File: src/rtl/sra_pkg.sv
// Package for the signed radix-to-ASCII converter.
// Holds the widths, the character codes, the queue entry type and the digit-to-character function.
// It depends on nothing else.
package sra_pkg;

  localparam int VALUE_W   = 32;
  localparam int MAX_RADIX = 36;
  localparam int RADIX_W   = 6;
  localparam int CHAR_W    = 7;
  localparam int STEP_W    = $clog2(VALUE_W);
  localparam int IDX_W     = $clog2(VALUE_W);
  localparam int ND_W      = $clog2(VALUE_W + 1);
  localparam int QDEPTH    = 2;
  localparam int QPTR_W    = $clog2(QDEPTH);
  localparam int QCNT_W    = $clog2(QDEPTH + 1);

  localparam logic [RADIX_W-1:0] FALLBACK_RADIX = RADIX_W'(10);
  localparam logic [RADIX_W-1:0] MIN_RADIX      = RADIX_W'(2);
  localparam logic [RADIX_W-1:0] MAX_RADIX_V    = RADIX_W'(MAX_RADIX);

  localparam logic [CHAR_W-1:0] MINUS_CODE   = CHAR_W'(45);
  localparam logic [CHAR_W-1:0] ZERO_CODE    = CHAR_W'(48);
  localparam logic [CHAR_W-1:0] NINE_CODE    = CHAR_W'(57);
  localparam logic [CHAR_W-1:0] UPPER_A_CODE = CHAR_W'(65);
  localparam logic [CHAR_W-1:0] UPPER_Z_CODE = CHAR_W'(90);
  localparam logic [CHAR_W-1:0] LOWER_A_CODE = CHAR_W'(97);
  localparam logic [CHAR_W-1:0] LOWER_Z_CODE = CHAR_W'(122);
  localparam logic [RADIX_W-1:0] DEC_DIGITS  = RADIX_W'(10);

  // One classified number waiting for conversion.
  typedef struct packed {
    logic               neg;
    logic [VALUE_W-1:0] mag;
    logic [RADIX_W-1:0] radix;
    logic               upper;
  } sra_item_t;

  // Maps a digit value to its ASCII character.
  function automatic logic [CHAR_W-1:0] digit_char(input logic [RADIX_W-1:0] d,
                                                   input logic upper);
    logic [CHAR_W-1:0] letter_base;
    letter_base = upper ? UPPER_A_CODE : LOWER_A_CODE;
    if (d < DEC_DIGITS) begin
      digit_char = ZERO_CODE + CHAR_W'(d);
    end else begin
      digit_char = letter_base + CHAR_W'(d - DEC_DIGITS);
    end
  endfunction

endpackage

File: src/rtl/signed_radix_to_ascii.sv
// Top level of the signed radix-to-ASCII converter.
// Connects sra_front, sra_queue and sra_back; uses sra_pkg.
//
//   Channel | Direction | Handshake             | Payload
//   in      | input     | in_valid / in_ready   | in_value, in_radix, in_upper_letters
//   out     | output    | out_valid / out_ready | out_char_code, out_last
//
// The bit-serial divider produces one quotient bit per cycle and finds every digit of a
// number before any is emitted; characters then leave one per cycle unless the output
// stalls, with a minus sign first for a negative number.
// The two-entry queue lets up to two further numbers transfer in while one is converted.
// Reset is synchronous and active low; it empties the queue and the output register.
// A stalled output holds its character and pauses emission; input transfers stop only
// once the queue is full.
module signed_radix_to_ascii (
  input  logic                        clk,
  input  logic                        rst_n,
  input  logic                        in_valid,
  output logic                        in_ready,
  input  logic [sra_pkg::VALUE_W-1:0] in_value,
  input  logic [sra_pkg::RADIX_W-1:0] in_radix,
  input  logic                        in_upper_letters,
  output logic                        out_valid,
  input  logic                        out_ready,
  output logic [sra_pkg::CHAR_W-1:0]  out_char_code,
  output logic                        out_last
);
  import sra_pkg::*;

  sra_item_t push_item;
  sra_item_t pop_item;
  logic      q_push;
  logic      q_full;
  logic      q_pop;
  logic      q_not_empty;

  // Classification of incoming numbers.
  sra_front u_front (
    .in_valid         (in_valid),
    .in_ready         (in_ready),
    .in_value         (in_value),
    .in_radix         (in_radix),
    .in_upper_letters (in_upper_letters),
    .q_full           (q_full),
    .q_push           (q_push),
    .q_item           (push_item)
  );

  // Buffer between front end and engine.
  sra_queue u_queue (
    .clk       (clk),
    .rst_n     (rst_n),
    .push      (q_push),
    .push_item (push_item),
    .full      (q_full),
    .pop       (q_pop),
    .not_empty (q_not_empty),
    .pop_item  (pop_item)
  );

  // Division and character emission.
  sra_back u_back (
    .clk           (clk),
    .rst_n         (rst_n),
    .q_not_empty   (q_not_empty),
    .q_item        (pop_item),
    .q_pop         (q_pop),
    .out_valid     (out_valid),
    .out_ready     (out_ready),
    .out_char_code (out_char_code),
    .out_last      (out_last)
  );

endmodule

File: src/rtl/sra_front.sv
// Front end of the converter: takes input transfers and classifies each number.
// Produces sign, magnitude and effective radix as an sra_item_t; uses sra_pkg.
module sra_front (
  input  logic                        in_valid,
  output logic                        in_ready,
  input  logic [sra_pkg::VALUE_W-1:0] in_value,
  input  logic [sra_pkg::RADIX_W-1:0] in_radix,
  input  logic                        in_upper_letters,
  input  logic                        q_full,
  output logic                        q_push,
  output sra_pkg::sra_item_t          q_item
);
  import sra_pkg::*;

  logic radix_bad;

  // A transfer happens whenever the queue has room.
  assign in_ready = !q_full;
  assign q_push   = in_valid && !q_full;

  // Out-of-range radix values fall back to decimal.
  assign radix_bad = (in_radix < MIN_RADIX) || (in_radix > MAX_RADIX_V);

  // The two's complement of the most negative value still fits as an unsigned magnitude.
  always_comb begin
    q_item.neg   = in_value[VALUE_W-1];
    q_item.mag   = in_value[VALUE_W-1] ? (~in_value + VALUE_W'(1)) : in_value;
    q_item.radix = radix_bad ? FALLBACK_RADIX : in_radix;
    q_item.upper = in_upper_letters;
  end

endmodule

File: src/rtl/sra_queue.sv
// Two-entry queue that decouples the front end from the conversion engine.
// Stores sra_item_t entries from sra_pkg.
module sra_queue (
  input  logic               clk,
  input  logic               rst_n,
  input  logic               push,
  input  sra_pkg::sra_item_t push_item,
  output logic               full,
  input  logic               pop,
  output logic               not_empty,
  output sra_pkg::sra_item_t pop_item
);
  import sra_pkg::*;

  sra_item_t         mem_r [QDEPTH];
  logic [QPTR_W-1:0] wr_ptr_r, wr_ptr_nxt;
  logic [QPTR_W-1:0] rd_ptr_r, rd_ptr_nxt;
  logic [QCNT_W-1:0] cnt_r, cnt_nxt;

  assign full      = (cnt_r == QCNT_W'(QDEPTH));
  assign not_empty = (cnt_r != '0);
  assign pop_item  = mem_r[rd_ptr_r];

  // Pointer and fill count update.
  always_comb begin
    wr_ptr_nxt = push ? wr_ptr_r + QPTR_W'(1) : wr_ptr_r;
    rd_ptr_nxt = pop ? rd_ptr_r + QPTR_W'(1) : rd_ptr_r;
    cnt_nxt    = cnt_r;
    if (push && !pop) begin
      cnt_nxt = cnt_r + QCNT_W'(1);
    end else if (pop && !push) begin
      cnt_nxt = cnt_r - QCNT_W'(1);
    end
  end

  always_ff @(posedge clk) begin
    if (!rst_n) begin
      wr_ptr_r <= '0;
      rd_ptr_r <= '0;
      cnt_r    <= '0;
    end else begin
      wr_ptr_r <= wr_ptr_nxt;
      rd_ptr_r <= rd_ptr_nxt;
      cnt_r    <= cnt_nxt;
    end
  end

  // Entry storage needs no reset.
  always_ff @(posedge clk) begin
    if (push) begin
      mem_r[wr_ptr_r] <= push_item;
    end
  end

endmodule

File: src/rtl/sra_back.sv
// Conversion engine: a bit-serial restoring divider produces digits least significant first
// into a digit stack, which then drains most significant first through the output register.
// Uses sra_pkg for widths, codes and the digit-to-character function.
module sra_back (
  input  logic                       clk,
  input  logic                       rst_n,
  input  logic                       q_not_empty,
  input  sra_pkg::sra_item_t         q_item,
  output logic                       q_pop,
  output logic                       out_valid,
  input  logic                       out_ready,
  output logic [sra_pkg::CHAR_W-1:0] out_char_code,
  output logic                       out_last
);
  import sra_pkg::*;

  typedef enum logic [3:0] {
    B_IDLE = 4'b0001,
    B_DIV  = 4'b0010,
    B_SIGN = 4'b0100,
    B_EMIT = 4'b1000
  } back_state_t;

  back_state_t        state_r, state_nxt;
  logic [VALUE_W-1:0] mag_r, mag_nxt;
  logic [RADIX_W-1:0] rad_r, rad_nxt;
  logic [RADIX_W-1:0] rem_r, rem_nxt;
  logic               neg_r, neg_nxt;
  logic               upper_r, upper_nxt;
  logic [STEP_W-1:0]  step_r, step_nxt;
  logic [ND_W-1:0]    nd_r, nd_nxt;
  logic               out_valid_r, out_valid_nxt;
  logic [CHAR_W-1:0]  out_char_r, out_char_nxt;
  logic               out_last_r, out_last_nxt;
  logic [CHAR_W-1:0]  stack_r [VALUE_W];

  logic [RADIX_W:0]   trial;
  logic               ge;
  logic [RADIX_W-1:0] rem_step;
  logic [VALUE_W-1:0] quo_step;
  logic               digit_done;
  logic               push_digit;
  logic [ND_W-1:0]    top_idx;
  logic               slot_free;
  logic               emit_fire;

  // One quotient bit per cycle: shift in the next dividend bit and try to subtract the radix.
  assign trial      = {rem_r, mag_r[VALUE_W-1]};
  assign ge         = (trial >= {1'b0, rad_r});
  assign rem_step   = ge ? RADIX_W'(trial - {1'b0, rad_r}) : trial[RADIX_W-1:0];
  assign quo_step   = {mag_r[VALUE_W-2:0], ge};
  assign digit_done = (step_r == STEP_W'(VALUE_W - 1));
  assign push_digit = (state_r == B_DIV) && digit_done;

  assign top_idx   = nd_r - ND_W'(1);
  assign slot_free = !out_valid_r || out_ready;
  assign emit_fire = (state_r == B_EMIT) && slot_free;

  // Sequencer for division, sign and digit emission.
  always_comb begin
    state_nxt     = state_r;
    mag_nxt       = mag_r;
    rad_nxt       = rad_r;
    rem_nxt       = rem_r;
    neg_nxt       = neg_r;
    upper_nxt     = upper_r;
    step_nxt      = step_r;
    nd_nxt        = nd_r;
    out_valid_nxt = out_valid_r && !out_ready;
    out_char_nxt  = out_char_r;
    out_last_nxt  = out_last_r;
    q_pop         = 1'b0;
    unique case (state_r)
      B_IDLE: begin
        if (q_not_empty) begin
          q_pop     = 1'b1;
          mag_nxt   = q_item.mag;
          rad_nxt   = q_item.radix;
          neg_nxt   = q_item.neg;
          upper_nxt = q_item.upper;
          rem_nxt   = '0;
          step_nxt  = '0;
          nd_nxt    = '0;
          state_nxt = B_DIV;
        end
      end
      B_DIV: begin
        mag_nxt  = quo_step;
        rem_nxt  = rem_step;
        step_nxt = step_r + STEP_W'(1);
        if (digit_done) begin
          // Digit complete; the quotient becomes the next dividend.
          nd_nxt   = nd_r + ND_W'(1);
          rem_nxt  = '0;
          step_nxt = '0;
          if (quo_step == '0) begin
            state_nxt = neg_r ? B_SIGN : B_EMIT;
          end
        end
      end
      B_SIGN: begin
        if (slot_free) begin
          out_valid_nxt = 1'b1;
          out_char_nxt  = MINUS_CODE;
          out_last_nxt  = 1'b0;
          state_nxt     = B_EMIT;
        end
      end
      B_EMIT: begin
        // The character itself is read from the stack in the clocked block below.
        if (slot_free) begin
          out_valid_nxt = 1'b1;
          out_last_nxt  = (nd_r == ND_W'(1));
          nd_nxt        = top_idx;
          if (nd_r == ND_W'(1)) begin
            state_nxt = B_IDLE;
          end
        end
      end
      default: begin
        state_nxt = B_IDLE;
      end
    endcase
  end

  always_ff @(posedge clk) begin
    if (!rst_n) begin
      state_r     <= B_IDLE;
      out_valid_r <= 1'b0;
      step_r      <= '0;
      nd_r        <= '0;
    end else begin
      state_r     <= state_nxt;
      out_valid_r <= out_valid_nxt;
      step_r      <= step_nxt;
      nd_r        <= nd_nxt;
    end
  end

  // Datapath registers need no reset.
  always_ff @(posedge clk) begin
    mag_r      <= mag_nxt;
    rad_r      <= rad_nxt;
    rem_r      <= rem_nxt;
    neg_r      <= neg_nxt;
    upper_r    <= upper_nxt;
    out_last_r <= out_last_nxt;
  end

  // Output character: the top of the digit stack while emitting, else the sequencer's choice.
  always_ff @(posedge clk) begin
    if (emit_fire) begin
      out_char_r <= stack_r[top_idx[IDX_W-1:0]];
    end else begin
      out_char_r <= out_char_nxt;
    end
  end

  // Digit stack, written as each remainder completes.
  always_ff @(posedge clk) begin
    if (push_digit) begin
      stack_r[nd_r[IDX_W-1:0]] <= digit_char(rem_step, upper_r);
    end
  end

  assign out_valid     = out_valid_r;
  assign out_char_code = out_char_r;
  assign out_last      = out_last_r;

endmodule

File: config.mk
export PLATFORM = sky130hd
export DESIGN_NAME = signed_radix_to_ascii
export DESIGN_NICKNAME = d
export VERILOG_FILES = /design/src/rtl/sra_pkg.sv /design/src/rtl/signed_radix_to_ascii.sv /design/src/rtl/sra_front.sv /design/src/rtl/sra_queue.sv /design/src/rtl/sra_back.sv
export SDC_FILE = /design/constraint.sdc
export NUM_CORES = 1
export LEC_CHECK = 0
export BUFFER_PORTS_ARGS = -buffer_cell sky130_fd_sc_hd__buf_2
export CAP_MARGIN = 20
export CORE_MARGIN = 2
export CORE_UTILIZATION = 23
export DETAILED_ROUTE_END_ITERATION = 7
export GPL_TIMING_DRIVEN = 0
export SLEW_MARGIN = 20
export SYNTH_ARGS = -nofsm -noshare
export SYNTH_HDL_FRONTEND = slang
export SYNTH_HIERARCHICAL = 1
export SYNTH_SLANG_ARGS = --single-unit
File: constraint.sdc
create_clock -name clk -period 4.96 [get_ports clk]
set_clock_uncertainty 0.05 [all_clocks]
set_input_delay 0.248 -clock clk [delete_from_list [all_inputs] [get_ports clk]]
set_output_delay 0.248 -clock clk [all_outputs]
set_load 0.01 [all_outputs]
[Word-level counts from Yosys, hierarchy flattened]
Memory sizes are Yosys's and may differ from the RTL's. A register that Yosys moved wholly into a read port is not among the register bits.
Index checks and enable logic that the tools add are counted.
Operators by class
  add/sub/neg operators: 12
  magnitude comparators: 4
  eq/ne operators: 13
  multiplexer cells: 43
  bitwise logic cells: 1
  reductions and logical operators: 28
Operators by type and width (number)
  $mux W32: 2
  $pmux W32 S2: 1
  $mux W6: 7
  $mux W7: 5
  $add A32 B1 Y32 const B: 1
  $logic_not A32 Y1: 1
  $not A32 Y32: 1
  $mux W4: 7
  $pmux W6 S3: 1
  $pmux W4 S4: 1
  $mux W1: 12
  $pmux W6 S2: 1
  $reduce_bool A2 Y1: 6
  $mux W5: 2
  $pmux W5 S2: 1
  $add A6 B6 Y7 const A: 1
  $add A7 B7 Y7: 1
  $ge A7 B6 Y1: 1
  $sub A6 B4 Y7 const B: 1
  $add A6 B1 Y6 const B: 1
  $eq A6 B1 Y1 const B: 1
  $gt A6 B6 Y1 const B: 1
  $logic_and A1 B1 Y1: 6
  $lt A6 B2 Y1 const B: 1
  other kinds (25): 38
Word-level totals
  register bits after elaboration: 74
  bits in writable memories: 304
  output and inout port bits: 10
  memories kept: 2
Memories
  u_back.stack_r: words 32, bits a word 7, read ports 1, clocked after Yosys merged registers in 0, wr ports 1, line sra_back.sv:35  | logic [CHAR_W-1:0] stack_r [VALUE_W];
  u_queue.mem_r: words 2, bits a word 40, read ports 1, clocked after Yosys merged registers in 1, wr ports 1, line sra_queue.sv:15  | sra_item_t mem_r [QDEPTH];

[Depth between registers and ports, before layout]
Gate-level depths: netlist (run 1).
  depth in word-level cells: 7
  gate-level depth with buffers: 17
  depth with buffers taken out: 15

[Modules after synthesis]
The synthesis (run 1) kept the hierarchy.
Modules (own cells, without submodules)
  sra_back: instances 1, cells an instance 779, area an instance 12539.5 um^2, sequential area each 8668.3 um^2
  sra_queue: instances 1, cells an instance 146, area an instance 3094.2 um^2, sequential area each 2502.4 um^2
  sra_front: instances 1, cells an instance 117, area an instance 890.9 um^2, sequential area each 0.0 um^2

[Worst setup path after synthesis (run 1)]
No wires, ideal clock.
  path type: flip-flop to flip-flop
  start point: register u_back.rem_r[1]
  end point: memory u_back.stack_r[0][3] (data pin)
  setup time: 377 ps
  data arrival time: 3609 ps
  required time: 4533 ps
  setup slack: 924 ps
  stages on the path, launching flop included: 16
  period minus slack after synthesis: 4036 ps
  path through: edfxtp_1 > ha_1 > a21oi_1 > o21ai_2 > a21o_1 > buf_6 > mux2i_1 > inv_1 > ha_1 > ha_1 > nand2b_1 > a211oi_1 > a21oi_1 > xnor2_1 > nor2_1 > a21oi_1
On the way
  word-level cells in the longest chain between the ends: 6
  elaborated cells on any way between the ends: 9
  those cells by class: add/sub (4); order compare (2); mux (3)
RTL lines
  start: declaration: line sra_back.sv:27  | logic [RADIX_W-1:0] rem_r, rem_nxt;
  start signal: assignment: line sra_back.sv:144  | rem_r <= rem_nxt;
  $sub A6 B6 Y6 or $ge A7 B6 Y1 (tied branches): line sra_back.sv:50, sra_back.sv:49
  $mux W6 (*): line sra_back.sv:50  | assign rem_step = ge ? RADIX_W'(trial - {1'b0, rad_r}) : trial[RADIX_W-1:0];
  $sub A6 B4 Y7: line sra_pkg.sv:46  | digit_char = letter_base + CHAR_W'(d - DEC_DIGITS);
  $add A7 B7 Y7: line sra_pkg.sv:46
  $mux W7 (*): line sra_pkg.sv:43  | if (d < DEC_DIGITS) begin
  $mux W7 (*): line sra_back.sv:161  | if (push_digit) begin
  end: declaration: line sra_back.sv:35
Every way passes the cells marked *; elsewhere a longest branch is shown, timed or not. The select of a mux whose other input is x is not followed.

[Worst setup path after layout (run 1)]
  start point: register u_back.nd_r[0]
  end point: register u_back.out_char_r[3], in the netlist u_back/out_char_code[3] (data pin)
On the way
  word-level cells in the longest chain between the ends: 3
RTL lines
  start: declaration: line sra_back.sv:31  | logic [ND_W-1:0] nd_r, nd_nxt;
  start signal: assignment: line sra_back.sv:136  | nd_r <= nd_nxt;
  $sub A6 B1 Y6: line sra_back.sv:55  | assign top_idx = nd_r - ND_W'(1);
  $mem_v2 Z32 W7
  $mux W7: line sra_back.sv:152  | if (emit_fire) begin
  end signal: assignment: line sra_back.sv:153  | out_char_r <= stack_r[top_idx[IDX_W-1:0]];
  end signal: assignment: line sra_back.sv:155  | out_char_r <= out_char_nxt;
  end: declaration: line sra_back.sv:33  | logic [CHAR_W-1:0] out_char_r, out_char_nxt;
No other way between the ends.
A chain may end at the register's enable or synchronous reset.

==> impl_metrics.yaml, run 1 <==
synth:
  synth_edf_count: 358
  synth_ff_type: "edfxtp_1"
  ys_ff_latch: 379
  avgSynthCellArea_sq_um: 15.9
  netlist_area_sq_um: 16500
  synth-async-reset-ratio_pct: 0
  ys_warn_count: 6
  synthesis.nets: 1109
  synth_cell_type_count: 70
  synthCells: 1042
  ys_seq_area_share_pct: 67.6
placed_design:
  hpwl_um: 23900
  portBuffers: 51
  dpl_cell_area_sq_um: 18100
  globalplace.congestion: 0.797
  dp_cells: 2048
finish:
  final_cell_mix: "edfxtp_1 (358), nand2_1 (127), mux4_2 (70)"
  utilization_pct: 27.2
  nFillCells: 7201
  final_cell_area_sq_um: 19400
  stdcell_count: 2119
  n_antenna_cell: 0
  finalNetCount: 1209
  final_common_cell: "edfxtp_1"
  drive_gt1_share_pct: 23.4
  area_growth_pct: 17.3
timing:
  fmax_mhz: 215
  finalSetupViolCount: 0
  post-route-min-period_ps: 4650
  finalHoldViolCount: 0
  worst_slew_pin_slew_ps: 906
  slew_headroom_pct: 39.4
  rsz0062_at_grt: "false"
  final_max_slew_viol_count: 0
  tns_ps: 0
  min_period_over_period_pct: 93.8
floorplan:
  io_pins: 53
  die-width_um: 272
  std_cell_rows: 98
  coreArea_sq_um: 71400
  die_h_um: 272
  dieArea_sq_um: 74000
  initial_utilization_pct: 23.2
job:
  maxCapViolCount: 0
clock_network:
  root_buffer: "clkbuf_16"
  cts_buffers: 38
  clk_pin_slew_ps: 60
  cts_resized: 0
  clock_path_buffers: 3
  cts_tree: "yes"
  clock-sinks: 379
  clk-insertion-delay-late_ps: 540
  ctsHtreeMaxLevel: 2
  post-cts-setup-buffers: 0
global_routing:
  grt_pass1_vias: 9327
  overflow: 0
  grt_pass1_wl_um: 53100
  antenna_found_initial: 1
  grt_max_degree: 39
  grtUsageTotal_pct: 9.13
critical_path:
  start_kind: "register"
  reg2reg_slack_ps: 310
  path_class: "register to register"
  r2r_start: "u_back/nd_r[0]$_SDFFE_PN0P_"
  cp_data_arrival_time_ps: 4850
  path_cells: "buf_4 > clkbuf_1 > inv_1 > ha_1 > buf_1 > clkbuf_1 > mux4_2 > mux4_2 > mux2i_1 > nand2_1"
  setup.worst_path.start: "u_back/nd_r[0]$_SDFFE_PN0P_"
  crit_fanout: 10
  slowest_delay_ps: 690
  cp.required_ps: 5160
  crit_slowest_cell: "buf_1"
  end_kind: "register"
min_path:
  min_from: "in_value[21]"
  hold_class: "input pin to register"
routing:
  dr.first_iter.drc_count: 619
  dr_total_vias: 9055
  wl_per_cell_um: 16.1
  dr.pass1.iters: 5
  routed_wl_um: 34100
  drt-vias-per-instance: 4.27
  post-route-drc-count: 0
  ant_nets: 0
status:
  status: "finished, final reports clean"
-- cells in the mapped netlist (8+ instances only) --
master / n / area [sq um]
xnor2_1: 39 / 342
nor4_1: 8 / 50.1
a21oi_1: 19 / 95.1
buf_2: 13 / 65.1
o21ai_0: 24 / 120
ha_1: 23 / 288
mux2_2: 43 / 484
nand3_1: 17 / 85.1
o31ai_1: 9 / 67.6
nand2b_1: 11 / 68.8
clkbuf_1: 22 / 82.6
dfxtp_1: 21 / 420
inv_1: 29 / 109
nor2_1: 68 / 255
mux4_2: 70 / 1580
o41ai_2: 8 / 130
nand2_1: 127 / 477
and2_1: 15 / 93.8
edfxtp_1: 358 / 10800
nor2b_1: 11 / 68.8
mux2i_1: 12 / 120
-- layout make-up --
cell class	instances	area (sq um)	area share, %
flip-flops and latches	379	11200	57.6
inverters	29	109	0.561
plain buffers	45	223	1.15
repair buffers	60	388	2.00
multi-input cells	589	5080	26.2
clock inverters	24	236	1.22
clock buffers	43	991	5.11
well taps	950	1190	6.13
-- per-stage QoR --
stage | hold slack (ps) | setup slack [ps]
after global routing | 25.1 | 172
final | 19.4 | 306
after floorplan | 316 | 924
after detailed placement | 384 | 275
after CTS | 0.963 | 251
after global placement | 380 | -487
-- worst max-delay path, delay by kind of cell (launching register included) --
kind / cells / cell delay [ps]
buf+inv: 5 / 2300
mux: 3 / 1120
fa+ha+maj: 1 / 400
flops: 1 / 370
simple gates: 1 / 110
-- worst paths after layout --
kind	cells after the start	to
worst max register to register	10	u_back/out_char_code[3]$_SDFFCE_PN1P_
worst min register to register	1	u_back/step_r[3]$_SDFFE_PN0P_
worst min-delay path	2	u_queue/mem_r[0][28]$_DFFE_PP_
worst max-delay path	10	u_back/out_char_code[3]$_SDFFCE_PN1P_
-- routing by layer --
metal | global-route usage, % | wire length, um | vias to the layer above
li1 | - | - | 4193
met5 | 0 | 13 | -
met4 | 2.67 | 824 | 2
met3 | 2.87 | 2400 | 65
met2 | 14.8 | 15800 | 254
met1 | 11.7 | 15000 | 4541
-- registers in the layout (all words and copies together) (netlist names), named ones only --
name                  count
u_back/stack_r          224
u_queue/mem_r            80
u_back/mag_r             32
u_back/out_char_code      7
u_back/nd_r               6
u_back/rad_r              6
u_back/rem_r              6
u_back/step_r             5
u_back/state_r            4
u_queue/cnt_r             2
u_back/neg_r              1
u_back/out_last           1
u_back/out_valid          1
u_back/upper_r            1
u_queue/rd_ptr_r          1
u_queue/wr_ptr_r          1
-- logic make-up (layout without fill, tap and decap cells) --
logic type	after synthesis	in the layout	synth area share (%)
flip-flops	379	379	67.6
AND/OR/NAND/NOR	301	301	8.75
multiplexers	125	125	13.2
AO/OA/AOI/OAI	94	94	4.20
buffers and inverters	74	201	2.01
XOR/XNOR	45	45	2.39
adder cells (fa/ha/maj)	24	24	1.86
-- timing repair --
item,4_1_cts,5_1_grt
setup endpoints to repair,0,0
hold buffers,4,0
hold endpoints to repair,7,0
Power of run 1 is not shown: default switching activity piles up to over one toggle a cycle in this logic, so the estimate is an artifact.
==> run 2, diff against run 1 <==
--- a/config.mk
+++ b/config.mk
@@ -7,7 +7,7 @@
 export LEC_CHECK = 0
 export BUFFER_PORTS_ARGS = -buffer_cell sky130_fd_sc_hd__buf_2
 export CAP_MARGIN = 20
-export CORE_MARGIN = 2
+export CORE_MARGIN = 10
 export CORE_UTILIZATION = 23
 export DETAILED_ROUTE_END_ITERATION = 7
 export GPL_TIMING_DRIVEN = 0
==> impl_metrics.yaml, run 2 (synthesis results as in run 1) <==
status:
  status: "finished, final reports clean"
finish:
  finalNetCount: 1210
  n_antenna_cell: 0
  final_cell_mix: "edfxtp_1 (358), nand2_1 (127), mux4_2 (70)"
  final_cell_area_sq_um: 19400
  area_growth_pct: 17.5
  multi_input_area_sq_um: 5080
  drive_gt1_share_pct: 23.7
  regArea_sq_um: 11200
  final_common_cell: "edfxtp_1"
  nFillCells: 7232
  largest_reg_flops: 224
placed_design:
  hpwl_um: 24400
  dpl_cell_area_sq_um: 18100
  portBuffers: 51
  globalplace.congestion: 0.797
global_routing:
  antenna_found_initial: 2
  grt_pass1_vias: 9361
  overflow: 0
  grt_pass1_wl_um: 54400
  grt_max_degree: 39
  grtUsageTotal_pct: 8.29
min_path:
  hold_class: "input pin to register"
  min_from: "in_value[15]"
critical_path:
  crit_fanout: 10
  cp_data_arrival_time_ps: 4790
  cp.required_ps: 5150
  path_class: "register to register"
  r2r_start: "u_back/nd_r[0]$_SDFFE_PN0P_"
  setup.worst_path.start: "u_back/nd_r[0]$_SDFFE_PN0P_"
  end_kind: "register"
  start_kind: "register"
routing:
  dr_total_vias: 9034
  drt-vias-per-instance: 4.26
  routed_wl_um: 34800
  wl_per_cell_um: 16.4
  dr.first_iter.drc_count: 617
  dr.pass1.iters: 7
  post-route-drc-count: 0
  ant_nets: 0
timing:
  worst_slew_pin_slew_ps: 920
  fmax_mhz: 218
  slew_headroom_pct: 37.8
  min_period_over_period_pct: 92.7
  post-route-min-period_ps: 4600
  finalSetupViolCount: 0
  final_max_slew_viol_count: 0
  finalHoldViolCount: 0
  rsz0062_at_grt: "false"
clock_network:
  cts_tree: "yes"
  clk_pin_slew_ps: 60
  clk-insertion-delay-late_ps: 540
  ctsHtreeMaxLevel: 2
  cts_resized: 0
  clock-sinks: 379
  root_buffer: "clkbuf_16"
  cts_buffers: 38
  clock_path_buffers: 3
floorplan:
  die-width_um: 288
  initial_utilization_pct: 23.2
  coreArea_sq_um: 71400
  std_cell_rows: 98
  io_pins: 53
  die_h_um: 288
  dieArea_sq_um: 83000
job:
  maxCapViolCount: 0
-- run 2: changes by cell type in the layout (fill, tap and decap cells not counted), sizes merged --
cell         change
clkinvlp         -1
buf              +2
dlygate4sd3      -1
clkbuf           +7
inv              +1
clkinv           -6
-- run 2: per-layer routing --
layer	share of wire (%)	wire length [um]	vias up	track usage, %
li1	-	-	4198	-
met1	47	16300	4556	11.3
met2	46	16000	223	13.2
met3	5.3	1830	55	1.97
met4	1.8	611	2	1.76
met5	0.020	7	-	0
-- run 2: area by class of cell --
| class | instances | area share (%) |
|---|---|---|
| tap | 950 | 6.12 |
| sequential | 379 | 57.5 |
| multi-input combinational | 589 | 26.2 |
| buffer | 45 | 1.15 |
| clock buffer | 50 | 5.29 |
| clock inverter | 18 | 1.11 |
| timing repair buffer | 61 | 2.04 |
| inverter | 29 | 0.561 |
-- run 2: final timing paths --
kind	to	slack, ps	depth (start not counted)
worst min register to register	u_back/step_r[3]$_SDFFE_PN0P_	400	1
worst min-delay path	u_queue/mem_r[0][22]$_DFFE_PP_	30	2
worst max-delay path	u_back/out_char_code[2]$_SDFFCE_PN1P_	360	10
worst max register to register	u_back/out_char_code[2]$_SDFFCE_PN1P_	360	10
-- run 2: metrics by stage --
step	hold WS, ps	setup TNS (ps)	cells	setup slack, ps	util [%]
2_1_floorplan	316	0	1042	924	-
3_3_place_gp	383	-43980	2043	-506	25.2
3_5_place_dp	385	0	2050	282	25.4
4_1_cts	1.87	0	2121	241	27.2
5_1_grt	21.9	0	2121	119	27.2
6_report	26.2	0	2121	365	27.2
-- run 2: worst max-delay path, stage by stage, from the launching register on --
cell and delay (ps):
dfxtp_1 360, buf_4 210, clkbuf_1 530, inv_1 190
ha_1 400, buf_1 690, clkbuf_1 620, mux4_2 440
mux4_2 530, mux2i_1 170, nand2_1 120
-- run 2: repair_timing --
item	in CTS	in global routing
hold endpoints to repair	5	0
hold buffers	3	0
buffers inserted	0	0
Power of run 2 is left out for the same reason.
